## config.mk

```make
export PLATFORM = sky130hd
export DESIGN_NAME = date_time_string_parser
export DESIGN_NICKNAME = d
export VERILOG_FILES = /design/src/sv/dtsp_pkg.sv /design/src/sv/dtsp_core.sv /design/src/sv/date_time_string_parser.sv
export SDC_FILE = /design/constraint.sdc
export NUM_CORES = 1
export LEC_CHECK = 0
export BUFFER_PORTS_ARGS = -buffer_cell sky130_fd_sc_hd__buf_2
export CELL_PAD_IN_SITES_DETAIL_PLACEMENT = 1
export CELL_PAD_IN_SITES_GLOBAL_PLACEMENT = 1
export CORE_ASPECT_RATIO = 0.7
export CORE_UTILIZATION = 35
export CTS_BUF_LIST = sky130_fd_sc_hd__clkbuf_8
export DETAILED_ROUTE_END_ITERATION = 16
export HOLD_SLACK_MARGIN = 0.03
export PLACE_DENSITY_LB_ADDON = 0.1
export SYNTH_ARGS = -nofsm -noshare
export SYNTH_HDL_FRONTEND = slang
export SYNTH_SLANG_ARGS = --single-unit
export TNS_END_PERCENT = 20
```

## constraint.sdc

```tcl
create_clock -name clk -period 14.3 [get_ports clk]
set_clock_uncertainty 0.1 [all_clocks]
set_input_delay 1.43 -clock clk [delete_from_list [all_inputs] [get_ports clk]]
set_output_delay 1.43 -clock clk [all_outputs]
set_load 0.02 [all_outputs]
```

## src/sv/dtsp_pkg.sv

```systemverilog
`timescale 1ns / 1ps
package dtsp_pkg;

	localparam int CharW = 8;
	localparam int YearW = 16;
	localparam int OutW = 48;
	localparam logic [YearW-1:0] MinYear = 16'd1900;
	localparam logic [YearW-1:0] ResetYear = 16'd2024;
	localparam logic [YearW-1:0] Inv25 = 16'd23593;
	localparam logic [YearW-1:0] Div25Max = 16'd2621;
	localparam logic [CharW-1:0] ChZero = 8'h30;
	localparam logic [CharW-1:0] ChNine = 8'h39;
	localparam logic [CharW-1:0] ChDot = 8'h2e;
	localparam logic [CharW-1:0] ChDash = 8'h2d;
	localparam logic [CharW-1:0] ChColon = 8'h3a;

	typedef enum logic [1:0] {
		ST_COMPLETE = 2'd0,
		ST_PARTIAL  = 2'd1,
		ST_INVALID  = 2'd2
	} status_t;

	typedef enum logic [2:0] {
		F_YEAR   = 3'd0,
		F_MONTH  = 3'd1,
		F_DAY    = 3'd2,
		F_HOUR   = 3'd3,
		F_MINUTE = 3'd4
	} field_t;

	typedef struct packed {
		logic [CharW-1:0] char_code;
		logic             has_char;
		logic             is_last;
	} item_t;

	typedef struct packed {
		logic [5:0]       minute;
		logic [4:0]       hour;
		logic [4:0]       day;
		logic [3:0]       month;
		logic [YearW-1:0] year;
		logic [4:0]       present_mask;
		status_t          status;
	} res_t;

	function automatic logic is_leap(input logic [YearW-1:0] y);
		logic [2*YearW-1:0] prod;
		logic               div25;
		logic               leap;
		prod = {{YearW{1'b0}}, y} * {{YearW{1'b0}}, Inv25};
		div25 = (prod[YearW-1:0] <= Div25Max);
		if (y[3:0] == 4'd0 && div25) begin
			leap = 1'b1;
		end else if (y[1:0] == 2'd0 && div25) begin
			leap = 1'b0;
		end else begin
			leap = (y[1:0] == 2'd0);
		end
		return leap;
	endfunction

	function automatic logic [4:0] month_days(input logic [3:0] m, input logic [YearW-1:0] y);
		logic [4:0] n;
		case (m)
			4'd2: begin
				n = is_leap(y) ? 5'd29 : 5'd28;
			end
			4'd4, 4'd6, 4'd9, 4'd11: begin
				n = 5'd30;
			end
			4'd1, 4'd3, 4'd5, 4'd7, 4'd8, 4'd10, 4'd12: begin
				n = 5'd31;
			end
			default: begin
				n = 5'd0;
			end
		endcase
		return n;
	endfunction

	function automatic logic [CharW-1:0] sep_after(input field_t f);
		logic [CharW-1:0] s;
		case (f)
			F_YEAR:  s = ChDot;
			F_MONTH: s = ChDot;
			F_DAY:   s = ChDash;
			F_HOUR:  s = ChColon;
			default: s = 8'h00;
		endcase
		return s;
	endfunction

endpackage

```

## src/sv/dtsp_core.sv

```systemverilog
`timescale 1ns / 1ps
module dtsp_core (
	input  logic                     clk,
	input  logic                     arst_n,
	input  logic                     step,
	input  dtsp_pkg::item_t          item,
	input  logic [15:0]              cur_year,
	output dtsp_pkg::res_t           res
);
	import dtsp_pkg::*;

	field_t       fi_q;
	logic         need_q;
	logic [63:0]  acc_q;
	logic         ovf_q;
	logic [15:0]  held_year_q;
	logic [3:0]   held_month_q;
	logic [4:0]   held_day_q;
	logic [4:0]   held_hour_q;
	logic         failed_q;

	field_t       fi_d;
	logic         need_d;
	logic [63:0]  acc_d;
	logic         ovf_d;
	logic [15:0]  held_year_d;
	logic [3:0]   held_month_d;
	logic [4:0]   held_day_d;
	logic [4:0]   held_hour_d;
	logic         failed_d;

	logic         take;
	logic         is_digit;
	logic [66:0]  wide;
	logic         wide_ovf;
	logic [63:0]  chk_acc;
	logic         chk_ovf;
	logic [15:0]  v16;
	logic [7:0]   v8;
	logic         close_pass;
	logic         invalid;

	assign take = item.has_char && !failed_q;
	assign is_digit = (item.char_code >= ChZero) && (item.char_code <= ChNine);
	assign wide = ({3'b000, acc_q} << 3) + ({3'b000, acc_q} << 1)
		+ {63'd0, 4'(item.char_code - ChZero)};
	assign wide_ovf = (wide[66:63] != 4'd0);

	// The open field is checked on its value after this character.
	always_comb begin
		chk_acc = acc_q;
		chk_ovf = ovf_q;
		if (take && is_digit && !ovf_q) begin
			if (wide_ovf) begin
				chk_ovf = 1'b1;
			end else begin
				chk_acc = wide[63:0];
			end
		end
	end

	assign v16 = chk_acc[15:0];
	assign v8 = chk_acc[7:0];

	always_comb begin
		close_pass = 1'b0;
		case (fi_q)
			F_YEAR: begin
				close_pass = (v16 >= MinYear) && (v16 <= cur_year);
			end
			F_MONTH: begin
				close_pass = (v8 >= 8'd1) && (v8 <= 8'd12);
			end
			F_DAY: begin
				close_pass = (v8 >= 8'd1)
					&& (v8 <= {3'b000, month_days(held_month_q, held_year_q)});
			end
			F_HOUR: begin
				close_pass = (v8 <= 8'd23);
			end
			default: begin
				close_pass = (v8 <= 8'd59);
			end
		endcase
		if (chk_ovf) begin
			close_pass = 1'b0;
		end
	end

	always_comb begin
		fi_d = fi_q;
		need_d = need_q;
		acc_d = chk_acc;
		ovf_d = chk_ovf;
		held_year_d = held_year_q;
		held_month_d = held_month_q;
		held_day_d = held_day_q;
		held_hour_d = held_hour_q;
		failed_d = failed_q;
		if (take) begin
			if (is_digit) begin
				need_d = 1'b0;
			end else if (!need_q && fi_q != F_MINUTE && item.char_code == sep_after(fi_q)
				&& close_pass) begin
				case (fi_q)
					F_YEAR:  held_year_d = v16;
					F_MONTH: held_month_d = v8[3:0];
					F_DAY:   held_day_d = v8[4:0];
					default: held_hour_d = v8[4:0];
				endcase
				fi_d = field_t'(fi_q + 3'd1);
				need_d = 1'b1;
				acc_d = 64'd0;
				ovf_d = 1'b0;
			end else begin
				failed_d = 1'b1;
			end
		end
	end

	assign invalid = failed_d || need_d || !close_pass;

	always_comb begin
		res = '0;
		res.status = ST_INVALID;
		if (!invalid) begin
			res.status = (fi_q == F_MINUTE) ? ST_COMPLETE : ST_PARTIAL;
			res.present_mask = 5'((6'd2 << fi_q) - 6'd1);
			res.year = (fi_q == F_YEAR) ? v16 : held_year_q;
			if (fi_q == F_MONTH) begin
				res.month = v8[3:0];
			end else if (fi_q > F_MONTH) begin
				res.month = held_month_q;
			end
			if (fi_q == F_DAY) begin
				res.day = v8[4:0];
			end else if (fi_q > F_DAY) begin
				res.day = held_day_q;
			end
			if (fi_q == F_HOUR) begin
				res.hour = v8[4:0];
			end else if (fi_q > F_HOUR) begin
				res.hour = held_hour_q;
			end
			if (fi_q == F_MINUTE) begin
				res.minute = v8[5:0];
			end
		end
	end

	always_ff @(posedge clk or negedge arst_n) begin
		if (!arst_n) begin
			fi_q <= F_YEAR;
			need_q <= 1'b1;
			acc_q <= 64'd0;
			ovf_q <= 1'b0;
			held_year_q <= 16'd0;
			held_month_q <= 4'd0;
			held_day_q <= 5'd0;
			held_hour_q <= 5'd0;
			failed_q <= 1'b0;
		end else if (step) begin
			if (item.is_last) begin
				fi_q <= F_YEAR;
				need_q <= 1'b1;
				acc_q <= 64'd0;
				ovf_q <= 1'b0;
				held_year_q <= 16'd0;
				held_month_q <= 4'd0;
				held_day_q <= 5'd0;
				held_hour_q <= 5'd0;
				failed_q <= 1'b0;
			end else begin
				fi_q <= fi_d;
				need_q <= need_d;
				acc_q <= acc_d;
				ovf_q <= ovf_d;
				held_year_q <= held_year_d;
				held_month_q <= held_month_d;
				held_day_q <= held_day_d;
				held_hour_q <= held_hour_d;
				failed_q <= failed_d;
			end
		end
	end

endmodule

```

## src/sv/date_time_string_parser.sv

```systemverilog
// A character taken from s_axis is held in the input register; the last one
// of a string waits there until the result register is free, then loads it.
// Throughput: one character per cycle, set by the input register and the
// single parse step between it and the result register, but for that wait.
// Reset: arst_n clears the parse state, both valid flags and sets the
// current year limit to 2024.
`timescale 1ns / 1ps
module date_time_string_parser (
	input  logic        clk,
	input  logic        arst_n,
	input  logic        cfg_we,
	input  logic [15:0] cfg_wdata,
	input  logic        s_axis_tvalid,
	output logic        s_axis_tready,
	input  logic [7:0]  s_axis_tdata,  // char_code
	input  logic        s_axis_tuser,  // has_char
	input  logic        s_axis_tlast,  // is_last
	output logic        m_axis_tvalid,
	input  logic        m_axis_tready,
	// status, present_mask, year, month, day, hour, minute, zero pad
	output logic [47:0] m_axis_tdata
);
	import dtsp_pkg::*;

	logic [15:0] cur_year_q;
	logic        valid_s1;
	item_t       item_s1;
	logic        advance;
	res_t        res;
	res_t        res_q;
	logic        res_valid_q;

	assign advance = valid_s1 && (!item_s1.is_last || !res_valid_q || m_axis_tready);
	assign s_axis_tready = !valid_s1 || advance;

	always_ff @(posedge clk or negedge arst_n) begin
		if (!arst_n) begin
			cur_year_q <= ResetYear;
		end else if (cfg_we) begin
			cur_year_q <= cfg_wdata;
		end
	end

	always_ff @(posedge clk or negedge arst_n) begin
		if (!arst_n) begin
			valid_s1 <= 1'b0;
		end else if (s_axis_tready) begin
			valid_s1 <= s_axis_tvalid;
		end
	end

	always_ff @(posedge clk) begin
		if (s_axis_tready && s_axis_tvalid) begin
			item_s1 <= '{char_code: s_axis_tdata, has_char: s_axis_tuser,
				is_last: s_axis_tlast};
		end
	end

	dtsp_core u_core (
		.clk      (clk),
		.arst_n   (arst_n),
		.step     (advance),
		.item     (item_s1),
		.cur_year (cur_year_q),
		.res      (res)
	);

	always_ff @(posedge clk or negedge arst_n) begin
		if (!arst_n) begin
			res_valid_q <= 1'b0;
		end else if (advance && item_s1.is_last) begin
			res_valid_q <= 1'b1;
		end else if (m_axis_tready) begin
			res_valid_q <= 1'b0;
		end
	end

	always_ff @(posedge clk) begin
		if (advance && item_s1.is_last) begin
			res_q <= res;
		end
	end

	assign m_axis_tvalid = res_valid_q;
	assign m_axis_tdata = {{(OutW - $bits(res_t)){1'b0}}, res_q};

endmodule

```

### After elaboration in Yosys (flattened, before gate mapping)

Index checks and enable logic that the tools add are counted.

* bitwise gates (word level): 1
* add/sub/neg operators: 5
* divide/modulo/power cells: 0
* muxes and demuxes: 65
* shifts and indexed selects: 1
* equality and inequality tests: 20
* multipliers: 1
* reduce and logical (&&, ||, !) cells: 45
* order comparisons: 13

Operators with widths (count)
* $mux 64: 6
* $mux 16: 5
* $mux 5: 15
* $add 67x4->67: 1
* $add 67x65->67: 1
* $mux 4: 7
* $mux 1: 23
* $eq 4x4->1 const B: 5
* $pmux 6 s3: 1
* $eq 4x3->1 const B: 4
* $ge 16x11->1 const B: 1
* $le 16x12->1 const B: 1
* $le 16x16->1: 1
* $le 8x6->1 const B: 2
* $mul 16x15->16 const B: 1
* $mux 8: 2
* $logic_and 1x1->1: 15
* $pmux 5 s3: 1
* $reduce_and 5->1: 3
* $mux 3: 4
* $reduce_bool 2->1: 5
* $eq 4x2->1 const B: 2
* $eq 8x8->1: 1
* $ge 8x1->1 const B: 1
* 30 further kinds: 43

* latch bits: 0
* memories: 0
* bits in registers: 171
* RAM bits: 0
* output and inout port bits: 50
* word-level logic and storage cells: 173
* memory bits (read-only): 0

### Longest topological paths before layout

Gate-level depths: netlist of run 1.

* word-level depth: 21
* mapped depth: 36

### Modules after synthesis

Synthesis of run 1 repeated with hierarchy kept, for this count alone.

* cells, all modules: 1543
* area, all modules: 14238.7 µm²

Modules (own cells, without submodules)
* dtsp_core: cells each 1440, instances 1, sequential area each 2503.7 µm², area each 11848.9 µm²
* date_time_string_parser: cells each 103, instances 1, sequential area each 2050.7 µm², area each 2389.8 µm²

### Worst setup path before layout of run 1

Ideal clock, no wire load.

* kind: reg-to-reg
* from: register u_core.held_year_q[0]
* to: register u_core.held_year_q[11]
* setup slack: 7324 ps
* buffers on the path: 1
* required time: 14073 ps
* cell stages (with the launch flop): 34
* arrival: 6749 ps
* library setup time: 127 ps
* path through: dfrtp_1 > ha_1 > ha_1 > inv_1 > fa_1 > fa_1 > inv_1 > fa_1 > ha_1 > ha_1 > nor2_1 > xnor2_1 > xnor2_1 > xnor2_1 > xnor2_1 > nor3_1 > nand4_1 > a31oi_1 > a21oi_1 > nor2_1 > a21oi_1 > ha_1 > nor2b_1 > o21a_1 > o21a_1 > o21ai_0 > a21oi_1 > o41ai_1 > nand4_1 > o211a_1 > o31ai_4 > a41oi_4 > buf_6 > o2bb2ai_1

* word-level cells in the longest chain between the ends: 17
* elaborated cells between the ends (all ways): 20
* classes of those cells: mul: 1; order compare: 2; mux: 9; reduce/logical: 8

Ends and longest elaborated chain
* start: declaration: RTL line dtsp_core.sv:16 `logic [15:0] held_year_q;`
* start signal: assignment: RTL line dtsp_core.sv:178 `held_year_q <= held_year_d;`
* $mul 16x15->16: RTL line dtsp_pkg.sv:51 `prod = {{YearW{1'b0}}, y} * {{YearW{1'b0}}, Inv25};`
* $le 16x12->1: RTL line dtsp_pkg.sv:52 `div25 = (prod[YearW-1:0] <= Div25Max);`
* $logic_and 1x1->1: RTL line dtsp_pkg.sv:55 `end else if (y[1:0] == 2'd0 && div25) begin`
* $mux 1: RTL line dtsp_pkg.sv:55
* $mux 1 *: RTL line dtsp_pkg.sv:53 `if (y[3:0] == 4'd0 && div25) begin`
* $mux 1 *: RTL line dtsp_pkg.sv:65 `case (m)`
* $mux 1 *: RTL line dtsp_core.sv:67 `case (fi_q)`
* $mux 1 *: RTL line dtsp_pkg.sv:67 `n = is_leap(y) ? 5'd29 : 5'd28;`
* $pmux 5 s3 *: RTL line dtsp_pkg.sv:65
* $mux 5 *: RTL line dtsp_core.sv:67
* $le 8x5->1 *: RTL line dtsp_core.sv:76 `&& (v8 <= {3'b000, month_days(held_month_q, held_year_q)});`
* $logic_and 1x1->1 *: RTL line dtsp_core.sv:76
* $pmux 1 s4 *: RTL line dtsp_core.sv:67
* $mux 1 *: RTL line dtsp_core.sv:85 `if (chk_ovf) begin`
* $logic_and 1x1->1 *: RTL line dtsp_core.sv:104 `&& close_pass) begin`
* $reduce_bool 2->1 (no line) *
* $reduce_and 4->1 (no line) *

Mark *: on every way between the ends. The rest lies on a longest branch, timed or not. The select of a mux whose other input is x is not followed.
A chain may end at the register's enable or synchronous reset.

### Final worst setup path of run 1

* from: register item_s1[5] (netlist name)
* to: register res_q (netlist bit m_axis_tdata[9]), data pin

* word-level cells in the longest chain between the ends: 15
* elaborated cells between the ends (all ways): 37
* classes of those cells: add/sub: 2; order compare: 9; eq/ne: 1; mux: 13; reduce/logical: 12

Ends and longest elaborated chain
* start: declaration: RTL line date_time_string_parser.sv:27 `item_t item_s1;`
* start signal: assignment: RTL line date_time_string_parser.sv:54 `item_s1 <= '{char_code: s_axis_tdata, has_char: s_axis_tuser,`
* $sub 4x1->4 (tied with other cells): RTL line dtsp_core.sv:46 `+ {63'd0, 4'(item.char_code - ChZero)};`
* $add 67x4->67 or $logic_and 1x1->1 (tied branches): RTL line dtsp_core.sv:46, dtsp_core.sv:44
* $reduce_bool 4->1 or $logic_and 1x1->1 (tied branches): RTL line dtsp_core.sv:47, dtsp_core.sv:53
* $mux 64 or $logic_and 1x1->1 (tied branches): RTL line dtsp_core.sv:54, dtsp_core.sv:53
* $mux 64 *: RTL line dtsp_core.sv:53 `if (take && is_digit && !ovf_q) begin`
* named net u_core.chk_acc[2]: RTL line dtsp_core.sv:36 `logic [63:0] chk_acc;`
* $ge 16x11->1 (tied with other cells): RTL line dtsp_core.sv:69 `close_pass = (v16 >= MinYear) && (v16 <= cur_year);`
* $logic_and 1x1->1 (on tied branches): RTL line dtsp_core.sv:69, dtsp_core.sv:72, dtsp_core.sv:76
* $pmux 1 s4: RTL line dtsp_core.sv:67
* $mux 1: RTL line dtsp_core.sv:85
* $logic_and 1x1->1: RTL line dtsp_core.sv:104
* $mux 1: RTL line dtsp_core.sv:103 `end else if (!need_q && fi_q != F_MINUTE && item.char_code == sep_after(fi_q)`
* $mux 1: RTL line dtsp_core.sv:101 `if (is_digit) begin`
* $mux 1: RTL line dtsp_core.sv:100 `if (take) begin`
* $logic_or 1x1->1 (2 in series): RTL line dtsp_core.sv:121 `assign invalid = failed_d || need_d || !close_pass;`
* end signal: assignment: RTL line date_time_string_parser.sv:80 `res_q <= res;`
* end: declaration: RTL line date_time_string_parser.sv:30 `res_t res_q;`

The timed path passes the listed nets; every way through them passes the cells marked *.

==> results.json, run 1 <==
{
  "fp.dieH_um": 171.9,
  "worst_setup_path_end_kind": "flop",
  "path_depth": 24,
  "drive_gt1_share_pct": 9.360,
  "seqCellArea_um2": 4554,
  "ios": 81,
  "postCtsResizedCells": 0,
  "crit_slowest_cell": "nor3_2",
  "slowest_delay_ns": 0.90,
  "fmax_mhz": 109.7,
  "cts.clk_slew.worst_paths_ns": 0.11,
  "antenna_found_initial": 0,
  "cts_tree": "done",
  "rsz0062_at_grt": "false",
  "ys_warn_count": 0,
  "synth_edf_count": 53,
  "die_area_um2": 42050,
  "num_rows": 61,
  "fin_setup_tns_ns": 0,
  "worst_ep_required_time_ns": 14.54,
  "cp.arrival_ns": 9.36,
  "vias": 12030,
  "track_usage_pct": 21.98,
  "synth-async-reset-ratio_pct": 69.01,
  "ys_seq_elements": 171,
  "core_area_um2": 40150,
  "reg2reg_slack_ns": 5.19,
  "power.leakage_nw": 7.425,
  "crit_path_cell_trace": "fa_1, inv_1, fa_1, nand2b_1, a21oi_1, o2111a_1, o311ai_1, o221a_2, mux2i_1, o21ai_1, nor3_2, mux2i_1, inv_1, ha_1, o21a_1, o21a_1, o211ai_1, a21oi_1, o21ai_0, nand2_1, o211a_1, o31ai_4, nand2_4, a211oi_1",
  "start_kind": "flop",
  "hold_end": "cur_year_q[3]$_DFFE_PN1P_",
  "htree_levels": 4,
  "firstDrtPassIters": 7,
  "drt_iter0_markers": 744,
  "cp_top_family": "compound AO/OA/AOI/OAI gates",
  "cap_violations": 0,
  "dp_slack_ns": 5.299,
  "cp_max_fo": 43,
  "areaGrowthSynthToFinish_pct": 8.585,
  "setup_viol": 0,
  "fin_total_pwr_mw": 1.000,
  "routedWlPerCell_um": 20.42,
  "cts_inserted_buffers": 17,
  "pwr_density_cell_nw_per_um2": 63.82,
  "synth_flop_cell": "dfrtp_1",
  "drc": 0,
  "layout_commonest_cell": "ha_1",
  "root_buffer": "clkbuf_8",
  "avgSynthCellArea_um2": 9.012,
  "worst_slack_ns": 5.188,
  "dp_hpwl_um": 34950,
  "synthCells": 1601,
  "worstSetupPathType": "reg -> reg",
  "fillCellCount": 4739,
  "worst_pin_slew_ns": 1.092,
  "min_period_ns": 9.112,
  "path_buf_inv": 2,
  "multi_input_area_um2": 8980,
  "grt_pass1_wl_um": 71560,
  "ir_drop_mv": 0.06068,
  "post-route-period-util_pct": 63.72,
  "grt_overflow_total": 0,
  "min_path_type": "reg -> reg",
  "final_nets": 1910,
  "port_buffers": 75,
  "viasPerCell": 5.492,
  "clock_sinks": 171,
  "reg2reg_depth": 24,
  "relSlewSlack_pct": 27.21,
  "synth_cell_types": 80,
  "r2r_start": "item_s1[5]$_DFFE_PP_",
  "start_util_pct": 35.94,
  "grt_pass1_vias": 12260,
  "rr_endpoint": "m_axis_tdata[9]$_SDFFCE_PP0P_",
  "hold_buffers": 0,
  "worstHoldStart": "cur_year_q[3]$_DFFE_PN1P_",
  "syn_area_um2": 14430,
  "grt_max_degree": 50,
  "clk_latency_ns": 0.53,
  "cts_setup_buffers": 0,
  "cts.path.max_buffers": 2,
  "outcome": "completed",
  "antenna_cells": 0,
  "chipWidth_um": 244.7,
  "hold_depth": 2,
  "postRouteAntennaNets": 0,
  "hold_viol": 0,
  "slew_viol_final": 0,
  "gp_congestion": 0.8890,
  "ys_seq_area_share_pct": 31.56,
  "totalWireLength_um": 44740,
  "mostFrequentLayoutCells": "ha_1, inv_1, nand2_1"
}
-- area by class of cell --
cell class | count | share of cell area (%)
clock inverters | 15 | 1.126
multi-input cells | 1208 | 57.32
repair buffers | 85 | 2.891
flip-flops and latches | 171 | 29.07
inverters | 160 | 3.833
well taps | 535 | 4.272
clock buffers | 17 | 1.493
-- flip-flops by register name (all words and copies together), names as in the netlist --
| register | flops |
|---|---|
| u_core.held_hour_q | 5 |
| item_s1 | 10 |
| u_core.held_year_q | 16 |
| u_core.fi_q | 3 |
| m_axis_tdata | 43 |
| u_core.held_month_q | 4 |
| u_core.held_day_q | 5 |
| valid_s1 | 1 |
| cur_year_q | 16 |
| m_axis_tvalid | 1 |
| u_core.need_q | 1 |
| u_core.failed_q | 1 |
| u_core.acc_q | 64 |
| u_core.ovf_q | 1 |
-- worst min-delay path: cells and delay by family (launching register included) --
kind | cells | cell delay (ns)
DFF | 1 | 0.38
AOI/OAI and AO/OA | 1 | 0.08
buffers and inverters | 1 | 0.06
-- kinds of logic (layout without fill, tap and decap cells) --
logic type | Yosys count | count (layout) | share of synthesized area [%]
AOI/OAI and AO/OA | 463 | 463 | 20.96
buffers and inverters | 226 | 277 | 6.478
adders and majority gates | 236 | 236 | 21.51
other | 1 | 5 | 0.02599
DFF | 171 | 171 | 31.56
xor gates and xnor gates | 81 | 81 | 4.917
and+or+nand+nor | 405 | 405 | 13.28
muxes | 18 | 18 | 1.266
-- stage by stage --
| step | hold WS (ns) | std cells | cell area (um2) | utilization (%) |
|---|---|---|---|---|
| CTS | 0.4236 | 2191 | 15670 | 39.03 |
| global route | 0.4412 | 2191 | 15670 | 39.03 |
| finish | 0.4162 | 2191 | 15670 | 39.03 |
| floorplan | 0.3781 | 1605 | 14440 | - |
| global placement | 0.3945 | 2159 | 15260 | 38.00 |
| detailed placement | 0.4033 | 2159 | 15260 | 38.00 |
-- synth_stat cells, drive strengths merged, types with 20 or more instances --
cell / instances / area (um2)
a211oi: 22 / 197.7
a21o: 30 / 225.2
a21oi: 108 / 540.5
buf: 32 / 206.4
clkbuf: 34 / 127.6
dfrtp: 110 / 2753
edfxtp: 53 / 1592
fa: 20 / 400.4
ha: 216 / 2703
inv: 160 / 600.6
nand2: 136 / 518.0
nand3: 20 / 100.1
nand4: 35 / 240.2
nor2: 109 / 409.1
nor3: 29 / 145.1
o211ai: 21 / 157.7
o21ai: 103 / 515.5
o22ai: 53 / 331.6
xnor2: 51 / 446.7
xor2: 30 / 262.8
-- per-layer routing --
metal / track usage, % / part of all wire (%)
met2: 29.56 / 38
met3: 3.865 / 3.9
met5: 0 / 0
met1: 35.73 / 57
met4: 3.560 / 0.62
-- report_power, final --
group          switching (mW)  internal [mW]
Sequential             0.0142          0.526
Combinational          0.0573         0.0251
Clock                   0.230          0.148
-- how the worst max path moves through the flow --
stage,startpoint,end
6_report,item_s1[5]$_DFFE_PP_,m_axis_tdata[9]$_SDFFCE_PP0P_
4_1_cts,item_s1[5]$_DFFE_PP_,m_axis_tdata[9]$_SDFFCE_PP0P_
2_1_floorplan,u_core.held_year_q[0]$_DFFE_PN0P_,u_core.held_year_q[11]$_DFFE_PN0P_
5_1_grt,item_s1[5]$_DFFE_PP_,m_axis_tdata[16]$_SDFFCE_PP0P_
3_5_place_dp,item_s1[5]$_DFFE_PP_,m_axis_tdata[9]$_SDFFCE_PP0P_
3_3_place_gp,item_s1[5]$_DFFE_PP_,m_axis_tdata[7]$_SDFFCE_PP0P_
No activity file was read; power rests on OpenSTA's default activity.
==> run 2: changes to the inputs <==
ABC_AREA = 1   (was not set)
clock period = 8.9 ns   (was 14.3 ns; I/O delays follow)
==> results.json, run 2 <==
{
  "die_area_um2": 44440,
  "final_nets": 2299,
  "worstSetupPathType": "reg -> reg",
  "cp_max_fo": 37,
  "yosysMostFrequentCell": "nand2_1",
  "outcome": "completed",
  "holdWs_ns": 0.2539,
  "postCtsResizedCells": 0,
  "min_path_type": "in -> async",
  "start_util_pct": 35.78,
  "rsz0062_at_grt": "false",
  "synthCells": 1967,
  "root_buffer": "clkbuf_8",
  "track_usage_pct": 22.83,
  "synth-async-reset-ratio_pct": 69.01,
  "firstDrtPassIters": 5,
  "ys_warn_count": 0,
  "hold_viol": 0,
  "drc": 0,
  "cts_setup_buffers": 0,
  "combPwrFrac_pct": 42.1,
  "dp_hpwl_um": 38310,
  "min_period_ns": 7.548,
  "yosys.area.top_type": "dfrtp_1",
  "reg2reg_slack_ns": 1.35,
  "start_kind": "flop",
  "antenna_cells": 0,
  "net-switching-power_mw": 1.184,
  "switching_share_pct": 43.97,
  "cts_tree": "done",
  "slowest_delay_ns": 0.67,
  "setup_viol": 0,
  "fmax_mhz": 132.5,
  "gp_congestion": 0.8526,
  "core_area_um2": 42640,
  "grt_pass1_wl_um": 78070,
  "postRouteAntennaNets": 0,
  "largest_reg_flops": 64,
  "chipWidth_um": 251.5,
  "synth_edf_count": 53,
  "clockPowerShare_pct": 23.5,
  "cts.clk_slew.worst_paths_ns": 0.14,
  "synth_top_area_share_pct": 18.04,
  "slew_viol_final": 0,
  "power.internal_mw": 1.509,
  "relSlewSlack_pct": 7.652,
  "cts_inserted_buffers": 17,
  "synth_common_cells": "nand2_1, inv_1, ha_1",
  "synth_area_leaders": "dfrtp_1, ha_1, nand2_1, edfxtp_1, inv_1",
  "fin_setup_tns_ns": 0,
  "clk_latency_ns": 0.54,
  "ys_seq_area_share_pct": 29.85,
  "mostFrequentLayoutCells": "nand2_1, inv_1, ha_1",
  "drive_gt1_share_pct": 11.98,
  "grt_pass1_vias": 13690,
  "ios": 81,
  "port_buffers": 75,
  "r2r_start": "u_core.held_year_q[0]$_DFFE_PN0P_",
  "cp_common_cell": "ha_1",
  "worst_pin_slew_ns": 1.373,
  "fin_util_pct": 38.98,
  "htree_levels": 4,
  "path_buf_inv": 3,
  "worst_ep_required_time_ns": 9.08,
  "reg2reg_depth": 27,
  "ys_seq_elements": 171,
  "post-route-period-util_pct": 84.81,
  "worst_setup_path_end_kind": "flop",
  "vias": 13230,
  "syn_area_um2": 15260,
  "hold_buffers": 0,
  "drt_iter0_markers": 645,
  "clock_sinks": 171,
  "ir_drop_mv": 0.1379,
  "fp.dieH_um": 176.7,
  "cp.arrival_ns": 7.72,
  "totalWireLength_um": 48570,
  "pwr_density_cell_nw_per_um2": 162.0,
  "power.leakage_nw": 8.682,
  "largest_register": "u_core.acc_q",
  "avgSynthCellArea_um2": 7.757,
  "grt_max_degree": 64,
  "synth_cell_types": 61,
  "num_rows": 63,
  "cap_violations": 0,
  "crit_slowest_cell": "o31ai_1",
  "cts.path.max_buffers": 2,
  "areaGrowthSynthToFinish_pct": 8.939,
  "fillCellCount": 5305,
  "layout_commonest_cell": "nand2_1",
  "antenna_found_initial": 2,
  "grt_overflow_total": 0,
  "synth_flop_cell": "dfrtp_1",
  "cp_top_family": "adder cells",
  "seqPwrFrac_pct": 34.4,
  "rr_endpoint": "m_axis_tdata[9]$_SDFFCE_PP0P_",
  "routedWlPerCell_um": 18.47,
  "viasPerCell": 5.031
}
run 2: routing by layer:
layer | up-vias | routed length (um) | track usage, %
li1 | 6578 | - | -
met1 | 6485 | 27360 | 36.16
met2 | 151 | 19100 | 32.08
met3 | 17 | 1772 | 3.824
met4 | 0 | 338 | 3.786
met5 | - | 0 | 0
run 2: area by class of cell:
class | instances | area, um2 | area share (%)
tap | 585 | 732.0 | 4.404
sequential | 171 | 4554 | 27.40
multi-input combinational | 1478 | 9397 | 56.53
inverter | 282 | 1061 | 6.384
clock inverter | 15 | 209.0 | 1.257
clock buffer | 17 | 234.0 | 1.408
timing repair buffer | 82 | 434.2 | 2.612
run 2: cell families after synthesis:
kind of cell | share of synthesized area [%]
AND/OR/NAND/NOR | 25.30
XOR/XNOR | 3.789
adder cells (fa/ha/maj) | 20.34
buffers and inverters | 8.717
multiplexers | 0.1394
other | 0.02458
flip-flops | 29.85
AO/OA/AOI/OAI | 11.84
run 2: through the flow:
stage	setup WS, ns	area [um2]	power [mW]	instances
2_1_floorplan	3.172	15270	1.744	1971
3_3_place_gp	1.573	16180	2.041	2598
3_5_place_dp	1.364	16180	2.081	2598
4_1_cts	1.299	16620	2.732	2630
5_1_grt	1.033	16620	2.929	2630
6_report	1.352	16620	2.693	2630
run 2: power by group through the flow:
stage               logic (mW)  clock network [mW]  registers [mW]
floorplan                0.815                   0           0.928
global placement          1.10                   0           0.939
detailed placement        1.14                   0           0.941
CTS                       1.15               0.652           0.926
global route              1.31               0.681           0.934
finish                    1.13               0.633           0.925
run 2: worst max-delay path by stage:
stage	depth (start not counted)	end	startpoint	slack (ns)
after detailed placement	27	m_axis_tdata[9]$_SDFFCE_PP0P_	u_core.held_year_q[0]$_DFFE_PN0P_	1.36
after floorplan	30	m_axis_tdata[16]$_SDFFCE_PP0P_	u_core.held_year_q[0]$_DFFE_PN0P_	3.17
final	27	m_axis_tdata[9]$_SDFFCE_PP0P_	u_core.held_year_q[0]$_DFFE_PN0P_	1.35
after global routing	27	m_axis_tdata[3]$_SDFFCE_PP0P_	u_core.held_year_q[0]$_DFFE_PN0P_	1.03
after global placement	27	m_axis_tdata[3]$_SDFFCE_PP0P_	u_core.held_year_q[0]$_DFFE_PN0P_	1.57
after CTS	27	m_axis_tdata[0]$_SDFFCE_PP0P_	u_core.held_year_q[0]$_DFFE_PN0P_	1.30
